<file path="config.mk">
export PLATFORM = sky130hd
export DESIGN_NAME = asterix_cat017_record_decoder
export DESIGN_NICKNAME = d
export VERILOG_FILES = /design/src/design/acat017_pkg.sv /design/src/design/acat017_core.sv /design/src/design/acat017_outq.sv /design/src/design/asterix_cat017_record_decoder.sv
export SDC_FILE = /design/constraint.sdc
export NUM_CORES = 1
export LEC_CHECK = 0
export ABC_CLOCK_PERIOD_IN_PS = 6400
export BUFFER_PORTS_ARGS = -buffer_cell sky130_fd_sc_hd__buf_2
export CORE_ASPECT_RATIO = 0.75
export CORE_UTILIZATION = 35
export DETAILED_ROUTE_END_ITERATION = 8
export PLACE_DENSITY = 0.6
export SKIP_LAST_GASP = 1
export SYNTH_ARGS = -nofsm -noshare
export SYNTH_HDL_FRONTEND = slang
export SYNTH_SLANG_ARGS = --single-unit
export TNS_END_PERCENT = 5
</file>
<file path="constraint.sdc">
create_clock -name clk -period 6.4 [get_ports clk]
set_clock_uncertainty 0.1 [all_clocks]
set_input_delay 0.64 -clock clk [delete_from_list [all_inputs] [get_ports clk]]
set_output_delay 0.64 -clock clk [all_outputs]
set_load 0.02 [all_outputs]
</file>
<file path="src/design/acat017_pkg.sv">
`default_nettype none
package acat017_pkg;
  localparam int unsigned CategoryReset = 17;

  localparam logic [4:0] ItemStations  = 5'd3;
  localparam logic [4:0] ItemStation   = 5'd4;
  localparam logic [4:0] ItemTime      = 5'd7;
  localparam logic [4:0] ItemMode3a    = 5'd9;
  localparam logic [4:0] ItemFlevel    = 5'd10;
  localparam logic [4:0] ItemModesCnt  = 5'd14;
  localparam logic [4:0] ItemModesAddr = 5'd15;
  localparam logic [4:0] ItemBlockEnd  = 5'd17;
  localparam logic [4:0] ItemNone      = 5'd31;

  localparam logic [2:0] StatOk        = 3'd0;
  localparam logic [2:0] StatCategory  = 3'd1;
  localparam logic [2:0] StatFspec     = 3'd2;
  localparam logic [2:0] StatRecord    = 3'd3;
  localparam logic [2:0] StatShort     = 3'd4;

  typedef struct packed {
    logic [4:0]  code;
    logic [47:0] value;
    logic        inv;
    logic        garb;
    logic        trk;
    logic [15:0] rec;
    logic        rend;
    logic [2:0]  status;
  } result_t;

  function automatic logic [23:0] sel_mask(input logic [4:0] c);
    case (c)
      5'd0:  sel_mask = 24'h800000;
      5'd1:  sel_mask = 24'h400000;
      5'd2:  sel_mask = 24'h200000;
      5'd3:  sel_mask = 24'h100000;
      5'd5:  sel_mask = 24'h080000;
      5'd6:  sel_mask = 24'h040000;
      5'd7:  sel_mask = 24'h020000;
      5'd8:  sel_mask = 24'h008000;
      5'd9:  sel_mask = 24'h004000;
      5'd10: sel_mask = 24'h002000;
      5'd11: sel_mask = 24'h001000;
      5'd12: sel_mask = 24'h000800;
      5'd13: sel_mask = 24'h000400;
      5'd14: sel_mask = 24'h000200;
      5'd16: sel_mask = 24'h000080;
      default: sel_mask = 24'h000000;
    endcase
  endfunction

  function automatic logic [2:0] item_len(input logic [4:0] c);
    case (c)
      5'd0, 5'd1, 5'd4, 5'd6, 5'd9, 5'd10: item_len = 3'd2;
      5'd5, 5'd7, 5'd15: item_len = 3'd3;
      5'd8:  item_len = 3'd6;
      5'd11: item_len = 3'd4;
      default: item_len = 3'd1;
    endcase
  endfunction

  // Priority search over the 15 presence bits of items 0 to 16 from a starting item.
  function automatic logic [4:0] find_next(input logic [23:0] fs, input logic [4:0] from);
    logic [4:0] r;
    r = ItemNone;
    for (int c = 16; c >= 0; c--) begin
      if (5'(c) >= from && (sel_mask(5'(c)) & fs) != 24'h0) r = 5'(c);
    end
    return r;
  endfunction
endpackage
`default_nettype wire

</file>
<file path="src/design/acat017_core.sv">
`default_nettype none
module acat017_core (
  input  wire logic                  clk,
  input  wire logic                  rst,
  input  wire logic                  step,
  input  wire logic [7:0]            b,
  input  wire logic                  last,
  input  wire logic [7:0]            category,
  output acat017_pkg::result_t       res0,
  output acat017_pkg::result_t       res1,
  output logic [1:0]                 res_count
);
  import acat017_pkg::*;

  logic [1:0]  header_phase, header_phase_next;
  logic [15:0] block_length, block_length_next;
  logic [15:0] byte_position;
  logic [23:0] fspec_bits, fspec_bits_next;
  logic [1:0]  fspec_octets_seen, fspec_octets_seen_next;
  logic [4:0]  current_item, current_item_next;
  logic [2:0]  item_bytes_left, item_bytes_left_next;
  logic [47:0] item_shift, item_shift_next;
  logic [7:0]  list_entries_left, list_entries_left_next;
  logic [15:0] record_count, record_count_next;
  logic        block_error, block_error_next;
  logic [2:0]  error_code, error_code_next;
  logic        reading_fspec, reading_fspec_next;

  logic [47:0] v, val;
  logic [33:0] tprod;
  logic [4:0]  nxt, parent, c0;
  logic [2:0]  status;
  logic        inv, garb, trk, in_body, end_rec;

  always_comb begin
    header_phase_next      = header_phase;
    block_length_next      = block_length;
    fspec_bits_next        = fspec_bits;
    fspec_octets_seen_next = fspec_octets_seen;
    current_item_next      = current_item;
    item_bytes_left_next   = item_bytes_left;
    item_shift_next        = item_shift;
    list_entries_left_next = list_entries_left;
    record_count_next      = record_count;
    block_error_next       = block_error;
    error_code_next        = error_code;
    reading_fspec_next     = reading_fspec;
    res0 = '0;
    res1 = '0;
    res_count = 2'd0;
    v = '0; val = '0; tprod = '0; inv = 1'b0; garb = 1'b0; trk = 1'b0;
    nxt = ItemNone; parent = current_item; c0 = ItemNone; end_rec = 1'b0;
    in_body = 1'b0;
    status = StatOk;

    if (!block_error) begin
      case (header_phase)
        2'd0: begin
          if (b != category) begin
            block_error_next = 1'b1; error_code_next = StatCategory;
          end else header_phase_next = 2'd1;
        end
        2'd1: begin
          block_length_next = {b, 8'h00};
          header_phase_next = 2'd2;
        end
        2'd2: begin
          block_length_next = {block_length[15:8], b};
          header_phase_next = 2'd3;
          if ({block_length[15:8], b} < 16'd3) begin
            block_error_next = 1'b1; error_code_next = StatRecord;
          end
        end
        default: in_body = byte_position < block_length;
      endcase
    end

    if (in_body) begin
      if (reading_fspec) begin
        if (fspec_octets_seen == 2'd0) fspec_bits_next[23:16] = b;
        else if (fspec_octets_seen == 2'd1) fspec_bits_next[15:8] = b;
        else if (fspec_octets_seen == 2'd2) fspec_bits_next[7:0] = b;
        if (fspec_octets_seen != 2'd3) fspec_octets_seen_next = fspec_octets_seen + 2'd1;
        if (!b[0]) begin
          c0 = find_next(fspec_bits_next, 5'd0);
          if (c0 == ItemNone) end_rec = 1'b1;
          else begin
            reading_fspec_next   = 1'b0;
            current_item_next    = c0;
            item_bytes_left_next = item_len(c0);
            item_shift_next      = '0;
          end
        end
      end else begin
        v = {item_shift[39:0], b};
        item_shift_next = v;
        if (item_bytes_left > 3'd0) item_bytes_left_next = item_bytes_left - 3'd1;
        if (item_bytes_left <= 3'd1) begin
          tprod = 34'(v[23:0]) * 34'd1000 + 34'd64;
          case (current_item)
            5'd0, 5'd1, 5'd4: val = {32'h0, v[15:0]};
            5'd5, 5'd15:      val = {24'h0, v[23:0]};
            5'd6:             val = {36'h0, v[11:0]};
            ItemTime:         val = {21'h0, tprod[33:7]};
            5'd8:             val = v;
            ItemMode3a: begin
              inv = v[15]; garb = v[14]; trk = v[13]; val = {36'h0, v[11:0]};
            end
            ItemFlevel: begin
              inv = v[15]; garb = v[14]; val = {34'h0, v[13:0]};
            end
            5'd11:            val = {16'h0, v[31:0]};
            default:          val = {40'h0, v[7:0]};
          endcase
          res_count = 2'd1;
          res0.code = current_item;
          res0.value = val;
          res0.rec = record_count;
          if ((current_item == ItemStations || current_item == ItemModesCnt)
              && val[7:0] != 8'd0) begin
            list_entries_left_next = val[7:0];
            current_item_next      = current_item + 5'd1;
            item_bytes_left_next   = item_len(current_item + 5'd1);
            item_shift_next        = '0;
          end else if ((current_item == ItemStation || current_item == ItemModesAddr)
                       && list_entries_left > 8'd1) begin
            list_entries_left_next = list_entries_left - 8'd1;
            item_bytes_left_next   = item_len(current_item);
            item_shift_next        = '0;
          end else begin
            if (current_item == ItemStation || current_item == ItemModesAddr) begin
              list_entries_left_next = 8'd0;
              parent = current_item - 5'd1;
            end
            nxt = find_next(fspec_bits, parent + 5'd1);
            res0.inv = inv; res0.garb = garb; res0.trk = trk;
            res0.rend = (nxt == ItemNone);
            if (nxt == ItemNone) end_rec = 1'b1;
            else begin
              current_item_next    = nxt;
              item_bytes_left_next = item_len(nxt);
              item_shift_next      = '0;
            end
          end
        end
      end
      if (end_rec) begin
        record_count_next      = record_count + 16'd1;
        fspec_bits_next        = '0;
        fspec_octets_seen_next = 2'd0;
        reading_fspec_next     = 1'b1;
        current_item_next      = 5'd0;
        item_bytes_left_next   = 3'd0;
        item_shift_next        = '0;
        list_entries_left_next = 8'd0;
      end
      if (byte_position + 16'd1 == block_length && !block_error) begin
        if (reading_fspec_next) begin
          if (fspec_octets_seen_next != 2'd0) begin
            block_error_next = 1'b1; error_code_next = StatFspec;
          end
        end else begin
          block_error_next = 1'b1; error_code_next = StatRecord;
        end
      end
    end

    if (last) begin
      status = block_error_next ? error_code_next : StatOk;
      if (status != StatCategory &&
          (header_phase_next != 2'd3 || 17'(byte_position) + 17'd1 < 17'(block_length_next)))
        status = StatShort;
      if (res_count == 2'd0) begin
        res0.code = ItemBlockEnd; res0.value = {32'h0, record_count_next};
        res0.rec = record_count_next; res0.status = status;
      end else begin
        res1.code = ItemBlockEnd; res1.value = {32'h0, record_count_next};
        res1.rec = record_count_next; res1.status = status;
      end
      res_count = res_count + 2'd1;
    end
  end

  always_ff @(posedge clk) begin
    if (rst || (step && last)) begin
      header_phase <= '0; block_length <= '0; byte_position <= '0;
      fspec_bits <= '0; fspec_octets_seen <= '0; current_item <= '0;
      item_bytes_left <= '0; item_shift <= '0; list_entries_left <= '0;
      record_count <= '0; block_error <= 1'b0; error_code <= StatOk;
      reading_fspec <= 1'b1;
    end else if (step) begin
      header_phase <= header_phase_next; block_length <= block_length_next;
      if (byte_position != 16'hFFFF) byte_position <= byte_position + 16'd1;
      fspec_bits <= fspec_bits_next; fspec_octets_seen <= fspec_octets_seen_next;
      current_item <= current_item_next; item_bytes_left <= item_bytes_left_next;
      item_shift <= item_shift_next; list_entries_left <= list_entries_left_next;
      record_count <= record_count_next; block_error <= block_error_next;
      error_code <= error_code_next; reading_fspec <= reading_fspec_next;
    end
  end
endmodule
`default_nettype wire

</file>
<file path="src/design/acat017_outq.sv">
`default_nettype none
module acat017_outq (
  input  wire logic                  clk,
  input  wire logic                  rst,
  input  wire logic                  push,
  input  wire logic [1:0]            push_count,
  input  wire acat017_pkg::result_t  push0,
  input  wire acat017_pkg::result_t  push1,
  output logic                       room,
  output logic                       m_valid,
  input  wire logic                  m_ready,
  output acat017_pkg::result_t       m_data
);
  import acat017_pkg::*;

  // Four-entry queue; a push of up to two results needs two free slots.
  result_t    mem [4];
  logic [1:0] wr_ptr, rd_ptr;
  logic [2:0] fill;
  logic       pop;

  assign pop     = m_valid && m_ready;
  assign m_valid = fill != 3'd0;
  assign m_data  = mem[rd_ptr];
  assign room    = fill <= 3'd2;

  always_ff @(posedge clk) begin
    if (push && push_count != 2'd0) mem[wr_ptr] <= push0;
    if (push && push_count == 2'd2) mem[wr_ptr + 2'd1] <= push1;
  end

  always_ff @(posedge clk) begin
    if (rst) begin
      wr_ptr <= '0; rd_ptr <= '0; fill <= '0;
    end else begin
      if (push) wr_ptr <= wr_ptr + push_count;
      if (pop) rd_ptr <= rd_ptr + 2'd1;
      fill <= fill + (push ? {1'b0, push_count} : 3'd0) - {2'b0, pop};
    end
  end
endmodule
`default_nettype wire

</file>
<file path="src/design/asterix_cat017_record_decoder.sv">
`default_nettype none
// ASTERIX category 017 block decoder. Bytes of a data block enter on the s_axis
// side one item per cycle (tlast marks the final delivered byte); each decoded
// data item leaves on m_axis, with a block-end item closing every block and
// carrying its status. An accepted byte is registered, decoded while the output
// queue has two free slots and yields up to two results into that four-entry
// queue; input ready holds high while the queue has two free slots, so a byte
// per cycle is sustained whenever the consumer takes results as fast as they
// are made. Write cfg only while idle.
module asterix_cat017_record_decoder #(
  parameter logic [7:0] CAT_RESET = 8'(acat017_pkg::CategoryReset)
) (
  input  wire logic        clk,
  input  wire logic        rst,
  input  wire logic        s_axis_tvalid,
  output logic             s_axis_tready,
  input  wire logic [7:0]  s_axis_tdata,   // data_byte
  input  wire logic        s_axis_tlast,   // block_last
  output logic             m_axis_tvalid,
  input  wire logic        m_axis_tready,
  // tdata from bit 0: item_value[47:0], flag_invalid, flag_garbled, flag_tracked,
  // record_number[15:0], record_end, block_status[2:0], zero pad to 72 bits
  output logic [71:0]      m_axis_tdata,
  output logic [4:0]       m_axis_tuser,   // item_code
  input  wire logic        cfg_valid,
  output logic             cfg_ready,
  input  wire logic [7:0]  cfg_data        // expected_category
);
  import acat017_pkg::*;

  result_t    r0, r1, q;
  logic [1:0] rc;
  logic [7:0] category, in_byte;
  logic       in_last, in_valid, room;

  assign cfg_ready = 1'b1;
  always_ff @(posedge clk) begin
    if (rst) category <= CAT_RESET;
    else if (cfg_valid) category <= cfg_data;
  end

  // Input register: hold the byte until the decoder takes it.
  // The decoder commits an item only when two queue slots are free.
  assign s_axis_tready = !in_valid || room;
  always_ff @(posedge clk) begin
    if (rst) in_valid <= 1'b0;
    else if (s_axis_tready) in_valid <= s_axis_tvalid;
    if (s_axis_tready) begin
      in_byte <= s_axis_tdata;
      in_last <= s_axis_tlast;
    end
  end

  acat017_core u_core (
    .clk, .rst, .step(in_valid && room), .b(in_byte), .last(in_last),
    .category, .res0(r0), .res1(r1), .res_count(rc)
  );

  acat017_outq u_outq (
    .clk, .rst, .push(in_valid && room), .push_count(rc), .push0(r0), .push1(r1),
    .room, .m_valid(m_axis_tvalid), .m_ready(m_axis_tready), .m_data(q)
  );

  assign m_axis_tuser = q.code;
  assign m_axis_tdata = {1'b0, q.status, q.rend, q.rec, q.trk, q.garb, q.inv, q.value};
endmodule
`default_nettype wire

</file>
# Word level (Yosys, flattened, before mapping)
# Memory sizes are Yosys's and may differ from the RTL's. A register that Yosys moved wholly into a read port is not among the register bits.
# Cells that the tools add are included.
# word_totals
mem_bits_rw	304
inputBits	22
romBits	192
mem_count	5
ff_bits	162
word_cells	519
latchBits	0
# classes
mux	303
div_mod_pow	0
mul	1
shift	0
add_sub_neg	16
n_eq_ne	30
magnitude_cmp	24
n_bitwise	32
reduce_logical	88
# mem_list
name	depth	word_bits	rd	rd_clocked_by_memory_dff	write_ports	line	source
u_outq.mem	4	76	1	1	2	acat017_outq.sv:17	result_t mem [4];
(name not given)	16	3	1	0	0	acat017_pkg.sv:54	case (c)
(name not given)	16	3	1	0	0	acat017_pkg.sv:54	
(name not given)	16	3	1	1	0	acat017_pkg.sv:54	
(name not given)	16	3	1	0	0	acat017_pkg.sv:54	
# op_table
cell	n
2-to-1 mux 24 bit	130
AND 24 bit	32
nonzero test 24 bit	32
one-hot mux 48 bit (7 select lines)	1
2-to-1 mux 40 bit	8
2-to-1 mux 5 bit	53
2-to-1 mux 73 bit	3
2-to-1 mux 53 bit	4
2-to-1 mux 16 bit	10
2-to-1 mux 48 bit	3
2-to-1 mux 8 bit	12
2-to-1 mux 3 bit	28
>= comparator 4 x 5 -> 1 bit, first input constant	8
adder 34 x 7 -> 34 bit, second input constant	1
adder 16 x 1 -> 16 bit, second input constant	2
one-hot mux 16 bit (2 select lines)	1
multiplier 24 x 7 -> 31 bit, second input constant	1
2-to-1 mux 1 bit	31
== test 5 x 4 -> 1 bit, second input constant	6
logical AND 1 bit	26
2-to-1 mux 2 bit	12
== test 5 x 3 -> 1 bit, second input constant	4
>= comparator 3 x 5 -> 1 bit, first input constant	4
adder 16 x 1 -> 17 bit, second input constant	1
49 further kinds	81

# Longest topological paths before layout
# logic_depth
word_depth	57
mapped_depth	29

# Modules after synthesis
# A second synthesis with hierarchy kept.
# hier_totals
cells_unflattened	2771
area_unflattened_um2	31366.3
# modules_own_cells
mod	area_each_um2	n_inst	seq_area_each_um2	cells_each
acat017_core	15468.6	1	2622.5	1935
acat017_outq	15269.6	1	9308.9	792
asterix_cat017_record_decoder	628.1	1	450.4	44

# Worst setup path after synthesis
# OpenSTA, ideal clock, no wires.
# synth_path
kind	register -> register
startpoint	register in_byte[7]
endpoint	register (tool-made name)
synth_period_minus_slack_ns	6.630
stages_incl_launch_ff	26
arrival_time_ns	6.406
slack_ns	-0.230
cell_sequence	edfxtp_1 > clkbuf_1 > inv_1 > ha_1 > inv_1 > fa_1 > fa_1 > fa_1 > inv_1 > ha_1 > clkbuf_1 > a2111oi_0 > o21ai_0 > and2_1 > xor2_1 > and4_1 > o31a_1 > a31oi_1 > clkbuf_1 > and2_1 > a211o_1 > a32oi_1 > nor2_1 > ha_1 > or3_1 > o2bb2ai_1
# synth_lines
item	line	source
start: declaration	asterix_cat017_record_decoder.sv:33	logic [7:0] category, in_byte;
start signal: assignment	asterix_cat017_record_decoder.sv:49	in_byte <= s_axis_tdata;

==> metrics.txt <==
post-DR wirelength/cell=21.38 um; top_reg_cell synth=dfxtp_1; Max transition margin=13.14%; multi-input logic area=17150 sq um; post-synth cell types=92; Skew-Pair Late Insertion Delay=610 ps; Crit path required time=between 6000 and 7000 ps; Core Footprint=80630 sq um; Least-Margin Pin Slew=1293 ps; FF+latch count, synth=462; CTS tree=done; CP Class=reg -> reg; fmax=153.4 MHz; GPL Wtd Cong=about 0.94; final hold violation count=0; fin crit period=6520 ps; Starting Density=35.41%; FFs w/ async S/R, synth=0%; Int Pwr=7.153 mW; Post-DP HPWL=63950 um; failing checks=negative setup slack; CTS root buffer=clkbuf_16; sw frac=34.57%; combinational share of power=around 43%; register area=approximately 11000 sq um; Die X=331.8 um; fraction of layout cells with a size suffix above 1=21.14%; crit end category=flip-flop; Total GRT Usage=a little over a fifth; Max-cap violations=0; setup TNS=-476.0 ps; slowest stage cell on the critical path=fa_1; Top Family by Delay on Critical Path=adder cells; synth top area cells=dfxtp_1 (21%), edfxtp_1 (17%), ha_1 (6.2%), fa_1 (6.1%), mux4_2 (6.0%); Yosys top cell by area=dfxtp_1; area grow syn2layout=19.34%; Routed WL=91480 um; clock network fraction of design power=28.2%; FF-to-FF setup slack=-120 ps; YS warnings=0; P_leak=12.65 nW; H-tree levels=2; CP max stage delay=560 ps; Post-synth EDFFs=157; Port Buf Inserts=between 90 and 100; Synth Area in Simple Gates=around 15%; fill count=7886; CP Cell Sequence=fa_1 -> inv_1 -> fa_1 -> fa_1 -> fa_1 -> inv_2 -> ha_4 -> buf_6 -> buf_4 -> a2111o_1 -> o211ai_1 -> and4_4 -> and4_1 -> o31a_1 -> a41oi_4 -> o31ai_4 -> buf_12 -> nand3_4 -> or3_4 -> or4_4 -> nand3_2; initial antenna violation count=0; Rows=90; Syn Std Cell Area=28550 sq um; I/O pin count=102; Pre-Repair DR Iteration Count=7; HP Class=in -> reg; synthesized instance count=a little under 3000; period utilization=101.9%; status=finished, violations left; Synth top area share=approximately a fifth; worst path arrival time=6900 ps; DR vias=24700; Non-Filler Instances=4279; Post-Syn Area per Cell=9.632 sq um; WP buf/inv=5; global-route wire length before repair=139900 um; Compound-Gate Fraction of Synth Area=between 10% and 20%; Final setup viols=19; Startpoint Class=flip-flop; Slew Limit Fails=0; CTS clock-pin slew for the worst setup and hold paths=60 ps; CTS Buffer Depth=3; drc violations=0; vias in the first global route=between 20000 and 25000; dpl cells=4157; nets=3429; sequential-to-total area share from yosys stat=37.90%; CP max FO=6; Syn Nets=3215; Seq pwr share=29.1%; crit-path most repeated cell=fa_1; drt via density=5.773; overall power=10.93 mW; clock sinks=462; grt total ovfl=0; mux contribution to synthesized area=a little under 7%; Synth Area in Adders=roughly 12%; 1st-iter DRT viols=2963; Die ar.=82720 sq um; worst ir drop on vdd=411.7 uV; RSZ-0062 raised after global routing=true; largest net degree at the start of global routing=82; xor/xnor share of the synthesized area=under 10%; hold slack final=109.4 ps; PD cells=320.9 nW/um^2; die height=249.3 um; CTS buffer count=49; largest family of logic cells by synthesized area=compound AO/OA/AOI/OAI gates; post-route ant nets=0; P_sw=3.779 mW; Setup WS post-layout=-119.9 ps
flip-flops by register name, summed over array words and instances (netlist names), named ones only:
register	flops
u_outq.wr_ptr	2
u_core.reading_fspec	1
u_core.error_code	3
u_core.record_count	16
u_core.current_item	5
category	8
u_outq.rd_ptr	2
u_core.list_entries_left	8
u_outq.fill	3
u_core.fspec_bits	15
in_byte	8
u_outq.mem	304
in_last	1
u_core.header_phase	2
in_valid	1
u_core.item_bytes_left	3
u_core.block_length	16
u_core.item_shift	40
u_core.fspec_octets_seen	2
u_core.block_error	1
u_core.byte_position	16
power by group through the flow:
stage	Sequential (mW)	Clock, mW	Combinational (mW)
finish	3.18	3.09	4.67
global route	3.19	3.26	5.05
CTS	3.18	3.14	4.22
detailed placement	3.24	0	3.92
global placement	3.24	0	3.91
floorplan	3.20	0	2.43
cell families (layout without fill, tap and decap cells):
| kind of cell | Yosys count | after routing |
|---|---|---|
| AO/OA/AOI/OAI | 804 | 804 |
| XOR/XNOR | 136 | 136 |
| adder cells (fa/ha/maj) | 229 | 229 |
| buffers and inverters | 326 | 579 |
| flip-flops | 462 | 462 |
| multiplexers | 97 | 97 |
| other | 2 | 6 |
| AND/OR/NAND/NOR | 908 | 908 |
final cells by class:
class	count	share of cell area [%]
Antenna cell	4	0.02938
Clock buffer	67	4.062
Clock inverter	23	1.025
Inverter	123	1.355
Multi-Input combinational cell	2176	50.33
Sequential cell	462	31.78
Tap cell	1058	3.886
Timing Repair Buffer	366	7.529
layout by cell type, fill, tap and decap left out, types with 20 or more instances in the layout:
cell type,n
a211oi_1,26
a21o_1,22
a21oi_1,138
a22o_1,42
a22oi_1,21
a31oi_1,31
a32o_1,79
and2_1,20
buf_2,99
buf_4,252
clkbuf_16,49
dfxtp_1,303
edfxtp_1,157
fa_1,82
ha_1,134
inv_1,116
mux4_2,76
nand2_1,310
nand3_1,102
nand4_1,41
nor2_1,183
nor3_1,64
o21ai_0,177
o22ai_1,73
or3_1,28
xnor2_1,95
xor2_1,32
what timing repair did:
item                                    4_1_cts  5_1_grt
buffers inserted                             11       17
endpoints found under the setup margin      202      231
gates resized for setup                      28       92
hold endpoints to repair                      0        0
hold buffers                                  0        0
pin swaps                                    20       51
synthesized netlist by cell type, drive strengths merged, types with 33 or more instances:
library cell and count:
a32o 79, mux4 76, nor2 200, xnor2 103, inv 121, dfxtp 305
ha 142, fa 87, buf 45, o22ai 76, a31oi 35, nand4 44
nand3 110, nand2 312, xor2 33, o21ai 192, clkbuf 158, a22o 42
nor3 70, edfxtp 157, a21oi 143
routing by layer:
layer / GRT usage, % / vias up / share of wire (%)
met4: 4.532 / 2 / 1.7
li1: - / 11440 / -
met1: 32.69 / 12110 / 47
met2: 30.69 / 1044 / 42
met5: 0.6901 / - / 0.085
met3: 5.013 / 113 / 9.5
per-stage QoR:
| step | area (sq um) | setup WS (ps) | utilization (%) |
|---|---|---|---|
| after floorplan | 28590 | 11.63 | - |
| after global placement | 31520 | -318.5 | 39.10 |
| after detailed placement | 31520 | -362.4 | 39.10 |
| after CTS | 33490 | -28.17 | 41.54 |
| after global routing | 34060 | -327.4 | 42.24 |
| final | 34070 | -119.9 | 42.25 |
path summary, 6_finish.rpt:
check,start,to,cells past startpoint
hold / removal,s_axis_tdata[7],in_byte[7],1
hold reg to reg,u_outq.mem[3][43],u_outq.mem[3][43],2
setup / recovery,in_byte[3],u_outq.mem[1][19],21
setup reg to reg,in_byte[3],u_outq.mem[1][19],21
No activity file was read; power rests on OpenSTA's default activity.
